==> src/design/md5_pkg.sv <==
package md5_pkg;

    localparam logic [1:0] MODE_ABSORB        = 2'd0;
    localparam logic [1:0] MODE_ABSORB_FINISH = 2'd1;
    localparam logic [1:0] MODE_FINISH        = 2'd2;

    localparam logic [31:0] IV0 = 32'h67452301;
    localparam logic [31:0] IV1 = 32'hefcdab89;
    localparam logic [31:0] IV2 = 32'h98badcfe;
    localparam logic [31:0] IV3 = 32'h10325476;

    localparam logic [7:0] PAD_BYTE = 8'h80;
    localparam logic [5:0] LEN_POS  = 6'd56;

    // queue entry between the front and back parts
    typedef struct packed {
        logic       has_byte;
        logic       finish;
        logic [7:0] data;
    } t_cmd;

    function automatic logic [31:0] round_k(input logic [5:0] r);
        logic [31:0] k;
        begin
            case (r)
                6'd0:  k = 32'hd76aa478; 6'd1:  k = 32'he8c7b756;
                6'd2:  k = 32'h242070db; 6'd3:  k = 32'hc1bdceee;
                6'd4:  k = 32'hf57c0faf; 6'd5:  k = 32'h4787c62a;
                6'd6:  k = 32'ha8304613; 6'd7:  k = 32'hfd469501;
                6'd8:  k = 32'h698098d8; 6'd9:  k = 32'h8b44f7af;
                6'd10: k = 32'hffff5bb1; 6'd11: k = 32'h895cd7be;
                6'd12: k = 32'h6b901122; 6'd13: k = 32'hfd987193;
                6'd14: k = 32'ha679438e; 6'd15: k = 32'h49b40821;
                6'd16: k = 32'hf61e2562; 6'd17: k = 32'hc040b340;
                6'd18: k = 32'h265e5a51; 6'd19: k = 32'he9b6c7aa;
                6'd20: k = 32'hd62f105d; 6'd21: k = 32'h02441453;
                6'd22: k = 32'hd8a1e681; 6'd23: k = 32'he7d3fbc8;
                6'd24: k = 32'h21e1cde6; 6'd25: k = 32'hc33707d6;
                6'd26: k = 32'hf4d50d87; 6'd27: k = 32'h455a14ed;
                6'd28: k = 32'ha9e3e905; 6'd29: k = 32'hfcefa3f8;
                6'd30: k = 32'h676f02d9; 6'd31: k = 32'h8d2a4c8a;
                6'd32: k = 32'hfffa3942; 6'd33: k = 32'h8771f681;
                6'd34: k = 32'h6d9d6122; 6'd35: k = 32'hfde5380c;
                6'd36: k = 32'ha4beea44; 6'd37: k = 32'h4bdecfa9;
                6'd38: k = 32'hf6bb4b60; 6'd39: k = 32'hbebfbc70;
                6'd40: k = 32'h289b7ec6; 6'd41: k = 32'heaa127fa;
                6'd42: k = 32'hd4ef3085; 6'd43: k = 32'h04881d05;
                6'd44: k = 32'hd9d4d039; 6'd45: k = 32'he6db99e5;
                6'd46: k = 32'h1fa27cf8; 6'd47: k = 32'hc4ac5665;
                6'd48: k = 32'hf4292244; 6'd49: k = 32'h432aff97;
                6'd50: k = 32'hab9423a7; 6'd51: k = 32'hfc93a039;
                6'd52: k = 32'h655b59c3; 6'd53: k = 32'h8f0ccc92;
                6'd54: k = 32'hffeff47d; 6'd55: k = 32'h85845dd1;
                6'd56: k = 32'h6fa87e4f; 6'd57: k = 32'hfe2ce6e0;
                6'd58: k = 32'ha3014314; 6'd59: k = 32'h4e0811a1;
                6'd60: k = 32'hf7537e82; 6'd61: k = 32'hbd3af235;
                6'd62: k = 32'h2ad7d2bb; default: k = 32'heb86d391;
            endcase
            return k;
        end
    endfunction

    function automatic logic [4:0] round_s(input logic [5:0] r);
        logic [4:0] s;
        begin
            case ({r[5:4], r[1:0]})
                4'd0:  s = 5'd7;  4'd1:  s = 5'd12; 4'd2:  s = 5'd17; 4'd3:  s = 5'd22;
                4'd4:  s = 5'd5;  4'd5:  s = 5'd9;  4'd6:  s = 5'd14; 4'd7:  s = 5'd20;
                4'd8:  s = 5'd4;  4'd9:  s = 5'd11; 4'd10: s = 5'd16; 4'd11: s = 5'd23;
                4'd12: s = 5'd6;  4'd13: s = 5'd10; 4'd14: s = 5'd15; default: s = 5'd21;
            endcase
            return s;
        end
    endfunction

    function automatic logic [3:0] round_g(input logic [5:0] r);
        logic [3:0] g;
        logic [3:0] lo;
        begin
            lo = r[3:0];
            case (r[5:4])
                2'd0:    g = lo;
                2'd1:    g = 4'((lo << 2) + lo + 4'd1);
                2'd2:    g = 4'((lo << 1) + lo + 4'd5);
                default: g = 4'((lo << 3) - lo);
            endcase
            return g;
        end
    endfunction

endpackage

==> src/design/md5_ram.sv <==
module md5_ram #(
    parameter int WIDTH = 32,
    parameter int DEPTH = 16
) (
    input  logic                     i_clk,
    input  logic                     i_we,
    input  logic [$clog2(DEPTH)-1:0] i_waddr,
    input  logic [WIDTH-1:0]         i_wdata,
    input  logic [$clog2(DEPTH)-1:0] i_raddr,
    output logic [WIDTH-1:0]         o_rdata
);
    logic [WIDTH-1:0] r_mem [DEPTH];
    logic [WIDTH-1:0] r_rdata;

    always_ff @(posedge i_clk) begin
        if (i_we) begin
            r_mem[i_waddr] <= i_wdata;
        end
        r_rdata <= r_mem[i_raddr];
    end

    assign o_rdata = r_rdata;
endmodule

==> src/design/md5_front.sv <==
module md5_front (
    input  logic           i_clk,
    input  logic           i_rst_n,
    input  logic           i_valid,
    output logic           o_stall,
    input  logic [1:0]     i_mode,
    input  logic [7:0]     i_data_byte,
    output logic           o_cmd_valid,
    input  logic           i_cmd_pop,
    output md5_pkg::t_cmd  o_cmd
);
    import md5_pkg::*;

    // two-entry queue; unused mode codes are dropped here
    t_cmd r_q [2];
    logic r_rd;
    logic r_wr;
    logic [1:0] r_cnt;
    logic push;
    logic pop;
    t_cmd cmd_in;

    always_comb begin
        cmd_in.data = i_data_byte;
        cmd_in.has_byte = 1'b0;
        cmd_in.finish = 1'b0;
        unique case (i_mode)
            MODE_ABSORB:        cmd_in.has_byte = 1'b1;
            MODE_ABSORB_FINISH: begin
                cmd_in.has_byte = 1'b1;
                cmd_in.finish = 1'b1;
            end
            MODE_FINISH:        cmd_in.finish = 1'b1;
            default:            cmd_in.has_byte = 1'b0;
        endcase
    end

    assign o_stall = (r_cnt == 2'd2);
    assign pop = i_cmd_pop && (r_cnt != 2'd0);
    assign push = i_valid && !o_stall && (cmd_in.has_byte || cmd_in.finish);
    assign o_cmd_valid = (r_cnt != 2'd0);
    assign o_cmd = r_q[r_rd];

    always_ff @(posedge i_clk) begin
        if (push) begin
            r_q[r_wr] <= cmd_in;
        end
        if (!i_rst_n) begin
            r_rd <= 1'b0;
            r_wr <= 1'b0;
            r_cnt <= 2'd0;
        end else begin
            if (push) r_wr <= !r_wr;
            if (pop) r_rd <= !r_rd;
            r_cnt <= 2'(r_cnt + {1'b0, push} - {1'b0, pop});
        end
    end
endmodule

==> src/design/md5_back.sv <==
module md5_back (
    input  logic           i_clk,
    input  logic           i_rst_n,
    input  logic           i_cmd_valid,
    output logic           o_cmd_pop,
    input  md5_pkg::t_cmd  i_cmd,
    output logic           o_valid,
    input  logic           i_stall,
    output logic [31:0]    o_digest_word,
    output logic [1:0]     o_word_index,
    output logic           o_is_last
);
    import md5_pkg::*;

    localparam logic [2:0] ST_IDLE = 3'd0;
    localparam logic [2:0] ST_PAD  = 3'd1;  // write zeros / length bytes
    localparam logic [2:0] ST_PRE  = 3'd2;  // prime the word read
    localparam logic [2:0] ST_RND  = 3'd3;
    localparam logic [2:0] ST_ADD  = 3'd4;
    localparam logic [2:0] ST_OUT  = 3'd5;

    logic [2:0]  r_st;
    logic [5:0]  r_pos;
    logic [63:0] r_bits;
    logic [31:0] r_h [4];
    logic [31:0] r_a, r_b, r_c, r_d;
    logic [5:0]  r_rnd;
    logic        r_fin;        // current padding and compression are the final ones
    logic        r_len;        // a length block follows this compression
    logic        r_byte_done;  // byte of an absorb-and-finish entry already taken
    logic [1:0]  r_oidx;
    logic        r_oval;
    logic        n_oval;
    logic [31:0] r_oword;

    // block buffer: 16 words, bytes gather in lane registers
    logic [7:0]  r_lane [3];
    logic        we;
    logic [3:0]  waddr;
    logic [31:0] wdata;
    logic [3:0]  raddr;
    logic [31:0] rdata;
    logic [7:0]  wbyte;
    logic        byte_wr;
    logic        absorb;
    logic        finish_take;
    logic        pad_wrap;
    logic        out_load;
    logic [5:0]  pos_nx;
    logic [5:0]  rnd_rd;
    logic [31:0] f, sum, rot;
    logic [4:0]  sh;

    md5_ram #(.WIDTH(32), .DEPTH(16)) u_buf (
        .i_clk(i_clk), .i_we(we), .i_waddr(waddr), .i_wdata(wdata),
        .i_raddr(raddr), .o_rdata(rdata)
    );

    // absorb-and-finish: the byte is taken first, the entry stays queued for the finish
    assign absorb = (r_st == ST_IDLE) && i_cmd_valid && i_cmd.has_byte && !r_byte_done;
    assign finish_take = (r_st == ST_IDLE) && i_cmd_valid && !absorb;
    assign o_cmd_pop = (absorb && !i_cmd.finish) || finish_take;

    assign pos_nx = 6'(r_pos + 6'd1);
    assign pad_wrap = (pos_nx == 6'd0) || (pos_nx > LEN_POS);

    always_comb begin
        byte_wr = absorb || finish_take || (r_st == ST_PAD);
        if (absorb) begin
            wbyte = i_cmd.data;
        end else if (finish_take) begin
            wbyte = PAD_BYTE;
        end else if (r_fin && r_pos[5:3] == 3'b111) begin
            wbyte = r_bits[{r_pos[2:0], 3'b000} +: 8];
        end else begin
            wbyte = 8'h00;
        end
    end

    // the word is written when its top byte arrives
    assign we = byte_wr && (r_pos[1:0] == 2'd3);
    assign waddr = r_pos[5:2];
    assign wdata = {wbyte, r_lane[2], r_lane[1], r_lane[0]};

    assign rnd_rd = (r_st == ST_PRE) ? 6'd0 : 6'(r_rnd + 6'd1);
    assign raddr = round_g(rnd_rd);

    always_comb begin
        unique case (r_rnd[5:4])
            2'd0: f = (r_b & r_c) | (~r_b & r_d);
            2'd1: f = (r_b & r_d) | (r_c & ~r_d);
            2'd2: f = r_b ^ r_c ^ r_d;
            default: f = r_c ^ (r_b | ~r_d);
        endcase
        sum = r_a + f + round_k(r_rnd) + rdata;
        sh = round_s(r_rnd);
        rot = (sum << sh) | (sum >> (6'd32 - {1'b0, sh}));
    end

    assign out_load = (r_st == ST_OUT) && (!r_oval || !i_stall);
    assign n_oval = out_load || (r_oval && i_stall);

    always_ff @(posedge i_clk) begin
        if (byte_wr) begin
            case (r_pos[1:0])
                2'd0: r_lane[0] <= wbyte;
                2'd1: r_lane[1] <= wbyte;
                2'd2: r_lane[2] <= wbyte;
                default: ;
            endcase
        end
        if (!i_rst_n) begin
            r_st <= ST_IDLE;
            r_pos <= 6'd0;
            r_bits <= 64'd0;
            r_h[0] <= IV0; r_h[1] <= IV1; r_h[2] <= IV2; r_h[3] <= IV3;
            r_fin <= 1'b0;
            r_len <= 1'b0;
            r_byte_done <= 1'b0;
            r_oval <= 1'b0;
            r_oidx <= 2'd0;
            r_rnd <= 6'd0;
        end else begin
            r_oval <= n_oval;
            unique case (r_st)
                ST_IDLE: begin
                    if (absorb) begin
                        r_pos <= pos_nx;
                        r_bits <= r_bits + 64'd8;
                        r_byte_done <= i_cmd.finish;
                        if (pos_nx == 6'd0) r_st <= ST_PRE;
                    end else if (finish_take) begin
                        r_pos <= pos_nx;
                        r_byte_done <= 1'b0;
                        // pad byte past 55: this block ends without the length
                        r_fin <= !pad_wrap;
                        r_len <= pad_wrap;
                        r_st <= (pos_nx == 6'd0) ? ST_PRE : ST_PAD;
                    end
                end
                ST_PAD: begin
                    r_pos <= pos_nx;
                    if (pos_nx == 6'd0) r_st <= ST_PRE;
                end
                ST_PRE: begin
                    r_a <= r_h[0]; r_b <= r_h[1]; r_c <= r_h[2]; r_d <= r_h[3];
                    r_rnd <= 6'd0;
                    r_st <= ST_RND;
                end
                ST_RND: begin
                    r_a <= r_d;
                    r_d <= r_c;
                    r_c <= r_b;
                    r_b <= r_b + rot;
                    r_rnd <= 6'(r_rnd + 6'd1);
                    if (r_rnd == 6'd63) r_st <= ST_ADD;
                end
                ST_ADD: begin
                    r_h[0] <= r_h[0] + r_a; r_h[1] <= r_h[1] + r_b;
                    r_h[2] <= r_h[2] + r_c; r_h[3] <= r_h[3] + r_d;
                    if (r_fin) begin
                        r_st <= ST_OUT;
                    end else if (r_len) begin
                        r_len <= 1'b0;
                        r_fin <= 1'b1;
                        r_st <= ST_PAD;
                    end else begin
                        r_st <= ST_IDLE;
                    end
                end
                ST_OUT: begin
                    if (out_load) begin
                        r_oword <= r_h[r_oidx];
                        r_oidx <= 2'(r_oidx + 2'd1);
                        if (r_oidx == 2'd3) begin
                            r_st <= ST_IDLE;
                            r_h[0] <= IV0; r_h[1] <= IV1; r_h[2] <= IV2; r_h[3] <= IV3;
                            r_pos <= 6'd0;
                            r_bits <= 64'd0;
                            r_fin <= 1'b0;
                        end
                    end
                end
                default: r_st <= ST_IDLE;
            endcase
        end
    end

    assign o_valid = r_oval;
    assign o_digest_word = r_oword;
    assign o_word_index = 2'(r_oidx - 2'd1);
    assign o_is_last = (r_oidx == 2'd0);
endmodule

==> src/design/md5_message_digest.sv <==
// md5 message digest, one message byte per input transaction
//
// input channel: i_valid / o_stall with i_mode and i_data_byte. mode 0 absorbs a
// byte, mode 1 absorbs a byte and finishes, mode 2 finishes with no byte, mode 3
// is dropped. a two-entry queue sits between the input side and the hash engine.
// output channel: o_valid / i_stall carrying o_digest_word, o_word_index and
// o_is_last; four transactions per finished message, word 0 first.
// every 64th byte starts a compression (one load, 64 rounds one at a time on the
// shared round unit, one add); bytes wait in the queue while it runs. finish
// pads one byte a cycle up to the block end, runs one or two compressions, then
// shows the digest words one per cycle while i_stall is low.
// a stalled output holds its word; the engine waits while it hands out the
// digest, so the input queue keeps filling and then raises o_stall.
// synchronous reset loads the initial chaining value and clears the byte
// position and bit count; the block buffer needs no clearing.
module md5_message_digest (
    input  logic        i_clk,
    input  logic        i_rst_n,
    input  logic        i_valid,
    output logic        o_stall,
    input  logic [1:0]  i_mode,
    input  logic [7:0]  i_data_byte,
    output logic        o_valid,
    input  logic        i_stall,
    output logic [31:0] o_digest_word,
    output logic [1:0]  o_word_index,
    output logic        o_is_last
);
    import md5_pkg::*;

    t_cmd cmd;
    logic cmd_valid;
    logic cmd_pop;

    md5_front u_front (
        .i_clk(i_clk), .i_rst_n(i_rst_n), .i_valid(i_valid), .o_stall(o_stall),
        .i_mode(i_mode), .i_data_byte(i_data_byte),
        .o_cmd_valid(cmd_valid), .i_cmd_pop(cmd_pop), .o_cmd(cmd)
    );

    md5_back u_back (
        .i_clk(i_clk), .i_rst_n(i_rst_n), .i_cmd_valid(cmd_valid), .o_cmd_pop(cmd_pop),
        .i_cmd(cmd), .o_valid(o_valid), .i_stall(i_stall),
        .o_digest_word(o_digest_word), .o_word_index(o_word_index), .o_is_last(o_is_last)
    );

    a_last_idx: assert property (@(posedge i_clk) disable iff (!i_rst_n)
        o_valid |-> (o_is_last == (o_word_index == 2'd3)))
        else $error("is_last disagrees with word index");

    a_hold: assert property (@(posedge i_clk) disable iff (!i_rst_n)
        o_valid && i_stall |=> o_valid && $stable(o_digest_word))
        else $error("stalled digest word changed");

    a_pop: assert property (@(posedge i_clk) disable iff (!i_rst_n)
        cmd_pop |-> cmd_valid)
        else $error("queue popped while empty");
endmodule
==> config.mk <==
export PLATFORM = sky130hd
export DESIGN_NAME = md5_message_digest
export DESIGN_NICKNAME = d
export VERILOG_FILES = /design/src/design/md5_pkg.sv /design/src/design/md5_ram.sv /design/src/design/md5_front.sv /design/src/design/md5_back.sv /design/src/design/md5_message_digest.sv
export SDC_FILE = /design/constraint.sdc
export NUM_CORES = 2
export LEC_CHECK = 0
export BUFFER_PORTS_ARGS = -buffer_cell sky130_fd_sc_hd__buf_2
export CAP_MARGIN = 0
export CORE_ASPECT_RATIO = 0.5
export CORE_MARGIN = 8
export CORE_UTILIZATION = 58
export CTS_CLUSTER_DIAMETER = 40
export DETAILED_ROUTE_END_ITERATION = 8
export HOLD_SLACK_MARGIN = 0.02
export PLACE_DENSITY_LB_ADDON = 0.1
export REMOVE_ABC_BUFFERS = 1
export SETUP_SLACK_MARGIN = 0.05
export SYNTH_ARGS = -nofsm -noshare
export SYNTH_HDL_FRONTEND = slang
export SYNTH_HIERARCHICAL = 1
export SYNTH_SLANG_ARGS = --single-unit
==> constraint.sdc <==
create_clock -name i_clk -period 9.25 [get_ports i_clk]
set_input_delay 0 -clock i_clk [delete_from_list [all_inputs] [get_ports i_clk]]
set_output_delay 0 -clock i_clk [all_outputs]
set_load 0.1 [all_outputs]
# == After elaboration in Yosys (flattened, before gate mapping) ==
# Memory sizes are Yosys's and may differ from the RTL's. A register that Yosys moved wholly into a read port is not among the register bits.
# Cells that the tools add are included.
# word_totals
regBits,217
ram_bits,684
input_bits,14
rom_bits,2128
word_cells,236
n_memories,6
# memory_table
memory,words,width,read_ports,rd_ports_with_merged_regs,write_ports,line_no,rtl
(no name shown),64,32,1,1,0,md5_pkg.sv:25,case (r)
u_back.u_buf.r_mem,16,32,1,1,1,md5_ram.sv:12,logic [WIDTH-1:0] r_mem [DEPTH];
u_back.r_h,4,32,5,1,4,md5_back.sv:25,logic [31:0] r_h [4];
(no name shown),16,5,1,1,0,md5_pkg.sv:66,"case ({r[5:4], r[1:0]})"
u_back.r_lane,3,8,3,0,1,md5_back.sv:37,logic [7:0] r_lane [3];
u_front.r_q,2,10,1,1,1,md5_front.sv:15,t_cmd r_q [2];
# classes
shift,3
eq_ne,26
bitwise,21
n_addsub,21
n_lt_le_gt_ge,1
n_reduce_logical,55
mux,87
# op_table
op,count
32-bit adder,8
32-bit two-way mux,8
32-bit one-hot mux with 2 select lines,4
64-bit two-way mux,3
32-bit AND,4
32-bit OR,4
64-bit one-hot mux with 2 select lines,1
32-bit one-hot mux with 3 select lines,1
32-bit XOR,3
64-bit by 4-bit adder with 64-bit output (second input constant),1
32-bit NOT,2
64-bit by 7-bit variable part select with 8-bit output,1
6-bit two-way mux,7
1-bit two-way mux,40
8-bit two-way mux,5
32-bit by 5-bit left shift with 32-bit output,1
32-bit by 6-bit right shift with 32-bit output,1
3-bit two-way mux,7
3-bit one-hot mux with 6 select lines,1
6-bit one-hot mux with 3 select lines,1
4-bit AND reduction,4
8-bit OR reduction,2
2-bit == test (second input constant),7
6-bit by 1-bit adder with 6-bit output (second input constant),2
other kinds (37),96

# == Depth between registers and ports, before layout ==
# depth
word_depth,13
ltp_mapped,39
depth_no_buf,37

# == By module ==
# The synthesis kept the hierarchy.
# by_module_without_submodules
module,cells_per_inst,n_inst,area_each_um2
md5_back,4520,1,36781.5
md5_ram,838,1,19835.3
md5_front,65,1,1019.7

# == Worst setup path before layout ==
# OpenSTA, ideal clock, no wires.
# synth_timing
kind,register to register
startpoint,reg u_back.r_rnd[4]
endpoint,"reg u_back.r_b[30], data pin"
n_path_buf,3
period_less_slack_ps,9099
slack_ps,151
arrival_time_ps,8837
stages_incl_launch_ff,37
cell_sequence,dfxtp_1 buf_1 buf_1 buf_1 a21oi_1 a31oi_1 o221ai_1 fa_1 fa_1 inv_1 ha_1 fa_1 a211oi_2 o21ai_2 a211o_1 a31oi_2 o21ai_1 xor2_1 mux4_2 mux2i_1 a31oi_1 o21a_1 o22a_1 ha_1 fa_1 a21o_1 a21oi_1 o21bai_1 a21oi_2 o21ai_0 a221oi_1 o31ai_1 o41ai_1 o21ai_0 o41ai_1 mux2i_1 nand3_1
# synth_via
elab_chain_len,9
elab_cells_between_ends,12
# synth_lines
element,line_no,rtl
"start, declared",md5_back.sv:27,logic [5:0] r_rnd;
"start signal, assigned",md5_back.sv:155,r_rnd <= 6'(r_rnd + 6'd1);
"2-bit == test, or another cell as far along",md5_back.sv:89,unique case (r_rnd[5:4])
32-bit one-hot mux with 3 select lines *,md5_back.sv:89,
32-bit adder * (3 in series),md5_back.sv:95,sum = r_a + f + round_k(r_rnd) + rdata;
32-bit by 6-bit right shift with 32-bit output or 32-bit by 5-bit left shift with 32-bit output (tied branches),md5_back.sv:97,"rot = (sum << sh) | (sum >> (6'd32 - {1'b0, sh}));"
32-bit OR *,md5_back.sv:97,
32-bit adder *,md5_back.sv:154,r_b <= r_b + rot;
32-bit one-hot mux with 2 select lines *,md5_back.sv:125,unique case (r_st)
"end signal, assigned",md5_back.sv:146,r_a <= r_h[0]; r_b <= r_h[1]; r_c <= r_h[2]; r_d <= r_h[3];
"end signal, assigned",md5_back.sv:154,
"end, declared",md5_back.sv:26,"logic [31:0] r_a, r_b, r_c, r_d;"
# Every way passes the cells marked *; elsewhere a longest branch is shown, timed or not.
# A chain may end at the register's enable or synchronous reset.

# == Final worst setup path ==
# layout_timing
startpoint,reg u_back.r_rnd[5]
endpoint,"reg u_back.r_b[31], data pin"
# The elaborated chain is that of the path after synthesis.

==> results.sh <==
export IMPL_dieWidth_um=462
export IMPL_regToRegEndpoint="u_back/r_b[31]"
export IMPL_fin_ws_ps=346
export IMPL_worstHoldStart="i_stall"
export IMPL_start_util_pct=58.8
export IMPL_dp_hpwl_um=123000
export IMPL_place_ws_ps=42.5
export IMPL_hold_violations=0
export IMPL_ios=51
export IMPL_crit_required_ps=9690
export IMPL_core_area_sq_um=98100
export IMPL_ant_nets=0
export IMPL_overflow=0
export IMPL_clk_path_buf_depth=3
export IMPL_slew_headroom_pct=12.6
export IMPL_p_leak_uw=0.0237
export IMPL_p_total_uw=13700
export IMPL_synth_area_sq_um=57600
export IMPL_drtIter0Drc=6189
export IMPL_first_pass_iters=6
export IMPL_path_clk_slew_ps=60
export IMPL_post_place_cells=6652
export IMPL_ys_seq_area_share_pct=48.3
export IMPL_r2r_cells=35
export IMPL_cpPeakStageDelay_ps=540
export IMPL_synth_top_area_share_pct=40.6
export IMPL_grt_max_degree=129
export IMPL_yosys_cell_types_count=99
export IMPL_syn_to_final_growth_pct=10.9
export IMPL_status="completed"
export IMPL_layout_nets=5782
export IMPL_drive_above_1_share_pct=13.7
export IMPL_vias=45573
export IMPL_place_congestion=1.01
export IMPL_cts_sinks=1000
export IMPL_ys_seq_elements=1000
export IMPL_cp_endpoint="u_back/r_b[31]"
export IMPL_async_flop_share_pct=0
export IMPL_startpoint="u_back/r_rnd[5]"
export IMPL_max_freq_mhz=112
export IMPL_cts_root_buf="clkbuf_16"
export IMPL_dieArea_sq_um=110000
export IMPL_finalSetupViolations=0
export IMPL_critPathSlowestCell="fa_1"
export IMPL_peakVddDrop_uv=172
export IMPL_numCtsBuffers=101
export IMPL_reg2reg_from="u_back/r_rnd[5]"
export IMPL_routedWlPerCell_um=26.6
export IMPL_grt_util_all_layers_pct=32.1
export IMPL_ys_top_cells_by_count="810 x nand2_1, 780 x edfxtp_1, 383 x nor2_1"
export IMPL_critPathCaptureType="flop"
export IMPL_yosysMostFrequentCell="nand2_1"
export IMPL_cp_arrival_ps=9350
export IMPL_synth_top_area_cell="edfxtp_1"
export IMPL_final_area_sq_um=63900
export IMPL_wirelength_um=183000
export IMPL_die_h_um=239
export IMPL_critPathLaunchType="flop"
export IMPL_synthTopCellsByArea="edfxtp_1 41%, dfxtp_1 7.6%, mux4_2 7.3%, nand2_1 5.3%, ha_1 4.8%"
export IMPL_cts_tree="done"
export IMPL_r2r_setup_slack_ps=350
export IMPL_antenna_found_initial=10
export IMPL_dpl_instance_area_sq_um=59800
export IMPL_grt_pass1_wl_um=270000
export IMPL_utilization_pct=65.2
export IMPL_syn_area_per_cell_sq_um=10.6
export IMPL_layout_min_cycle_time_ps=8900
export IMPL_path_class="flop to flop"
export IMPL_synth_warnings=6
export IMPL_post_drt_via_cell_ratio=6.61
export IMPL_holdPathStages=4
export IMPL_grt_pass1_vias=42428
export IMPL_powerDensity_nw_per_um2=214
export IMPL_synthCells=5423
export IMPL_final_cells=6895
export IMPL_path_max_fanout=22
export IMPL_row_count=81
export IMPL_synth_edf_count=780
export IMPL_insertion_delay_ps=750
export IMPL_cap_violations=0
export IMPL_io_buffers=50
export IMPL_tightest_slew_ps=1280
export IMPL_fin_crit_sh_pct=96.3
export IMPL_final_max_slew_violation_count=0
export IMPL_drc=0
export IMPL_hold_class="primary input to flop"
export IMPL_fin_skew_ps=73.5
export IMPL_ys_flop_type="edfxtp_1"
export IMPL_htreeDepth=3
==> critical path: cells and delay by family (launching register included) <==
family,cells,cell delay [ps]
buf+inv,4,520
compound gates,19,4190
simple gates,4,780
mux,3,690
fa+ha+maj,4,1720
xor+xnor,1,360
flops,1,370
==> layer usage <==
| metal | global-route usage (%) | vias to the layer above | part of all wire [%] |
|---|---|---|---|
| li1 | - | 20151 | - |
| met1 | 47.9 | 22418 | 42 |
| met2 | 46.6 | 2654 | 42 |
| met3 | 8.37 | 348 | 12 |
| met4 | 8.61 | 2 | 2.9 |
| met5 | 0 | - | 0.0038 |
==> layout by cell type (no fill, tap or decap), types with 39 or more instances in the layout <==
| cell | instances |
|---|---|
| mux4_2 | 187 |
| mux2i_1 | 69 |
| nand2_1 | 807 |
| o211ai_1 | 112 |
| or2_2 | 39 |
| buf_4 | 161 |
| buf_2 | 50 |
| a21oi_1 | 366 |
| nand2b_1 | 45 |
| inv_1 | 243 |
| nor2_1 | 361 |
| nand3_1 | 140 |
| dfxtp_1 | 215 |
| fa_1 | 66 |
| edfxtp_1 | 780 |
| nor3_1 | 69 |
| a211oi_1 | 52 |
| a21o_1 | 78 |
| xor2_1 | 107 |
| a22oi_1 | 75 |
| ha_1 | 219 |
| o21ai_0 | 334 |
| clkbuf_16 | 105 |
| xnor2_1 | 138 |
==> how the worst min path moves through the flow <==
stage	to	slack (ps)
2_1_floorplan	u_front/r_q[0][0]	100
3_3_place_gp	u_front/r_q[1][0]	190
3_5_place_dp	u_front/r_q[1][0]	190
4_1_cts	u_back/o_valid	30
5_1_grt	u_back/o_valid	110
6_report	u_back/o_valid	90
==> cells by family after synthesis <==
group                    Yosys count  share of synthesized area [%]
buffers and inverters            543                           3.63
AO/OA/AOI/OAI                   1374                           15.1
flip-flops                      1000                           48.3
adder cells (fa/ha/maj)          292                           7.22
multiplexers                     293                           9.22
XOR/XNOR                         251                           3.84
AND/OR/NAND/NOR                 1670                           12.7
==> cell type report <==
| type | instances | area (sq um) |
|---|---|---|
| diodes | 1 | 2.50 |
| clock buffers | 123 | 2660 |
| clock inverters | 69 | 653 |
| fillers | 7689 | 34200 |
| inverters | 247 | 927 |
| multi-input cells | 3880 | 28300 |
| flip-flops and latches | 1000 | 27800 |
| well taps | 1328 | 1660 |
| repair buffers | 247 | 1940 |
==> where the power goes <==
part           leakage (uW)  internal (uW)  switching [uW]
sequential          0.00881           5280             340
clock               0.00159           2150            1920
combinational        0.0133           1550            2450
==> metrics by stage <==
| step | setup TNS, ps | hold WS (ps) |
|---|---|---|
| finish | 0 | 92.1 |
| global route | -107 | 107 |
| CTS | 0 | 35.0 |
| detailed placement | 0 | 194 |
| global placement | 0 | 190 |
| floorplan | -163760 | 98.9 |
==> sequential cells by signal (all words and copies together), names as in the netlist, 2 cells and up, named ones only <==
name,cells
u_back/u_buf/r_mem,512
u_back/r_h,128
u_back/r_bits,61
u_back/o_digest_word,32
u_back/r_a,32
u_back/r_b,32
u_back/r_c,32
u_back/r_d,32
u_back/u_buf/o_rdata,32
u_back/r_lane,24
u_front/r_q,20
u_back/r_pos,6
u_back/r_rnd,6
u_back/sh,5
u_back/r_st,3
u_back/r_oidx,2
u_front/r_cnt,2
==> what timing repair did <==
action                                  in CTS  in global routing
pin swaps                                    0                 28
cloned                                       0                  3
buffers inserted                             0                 24
endpoints found under the setup margin       1                  8
gates resized for setup                      2                 64
hold endpoints to repair                    34                  0
hold buffers                                23                  0
Power figures use the tool's default switching activity.
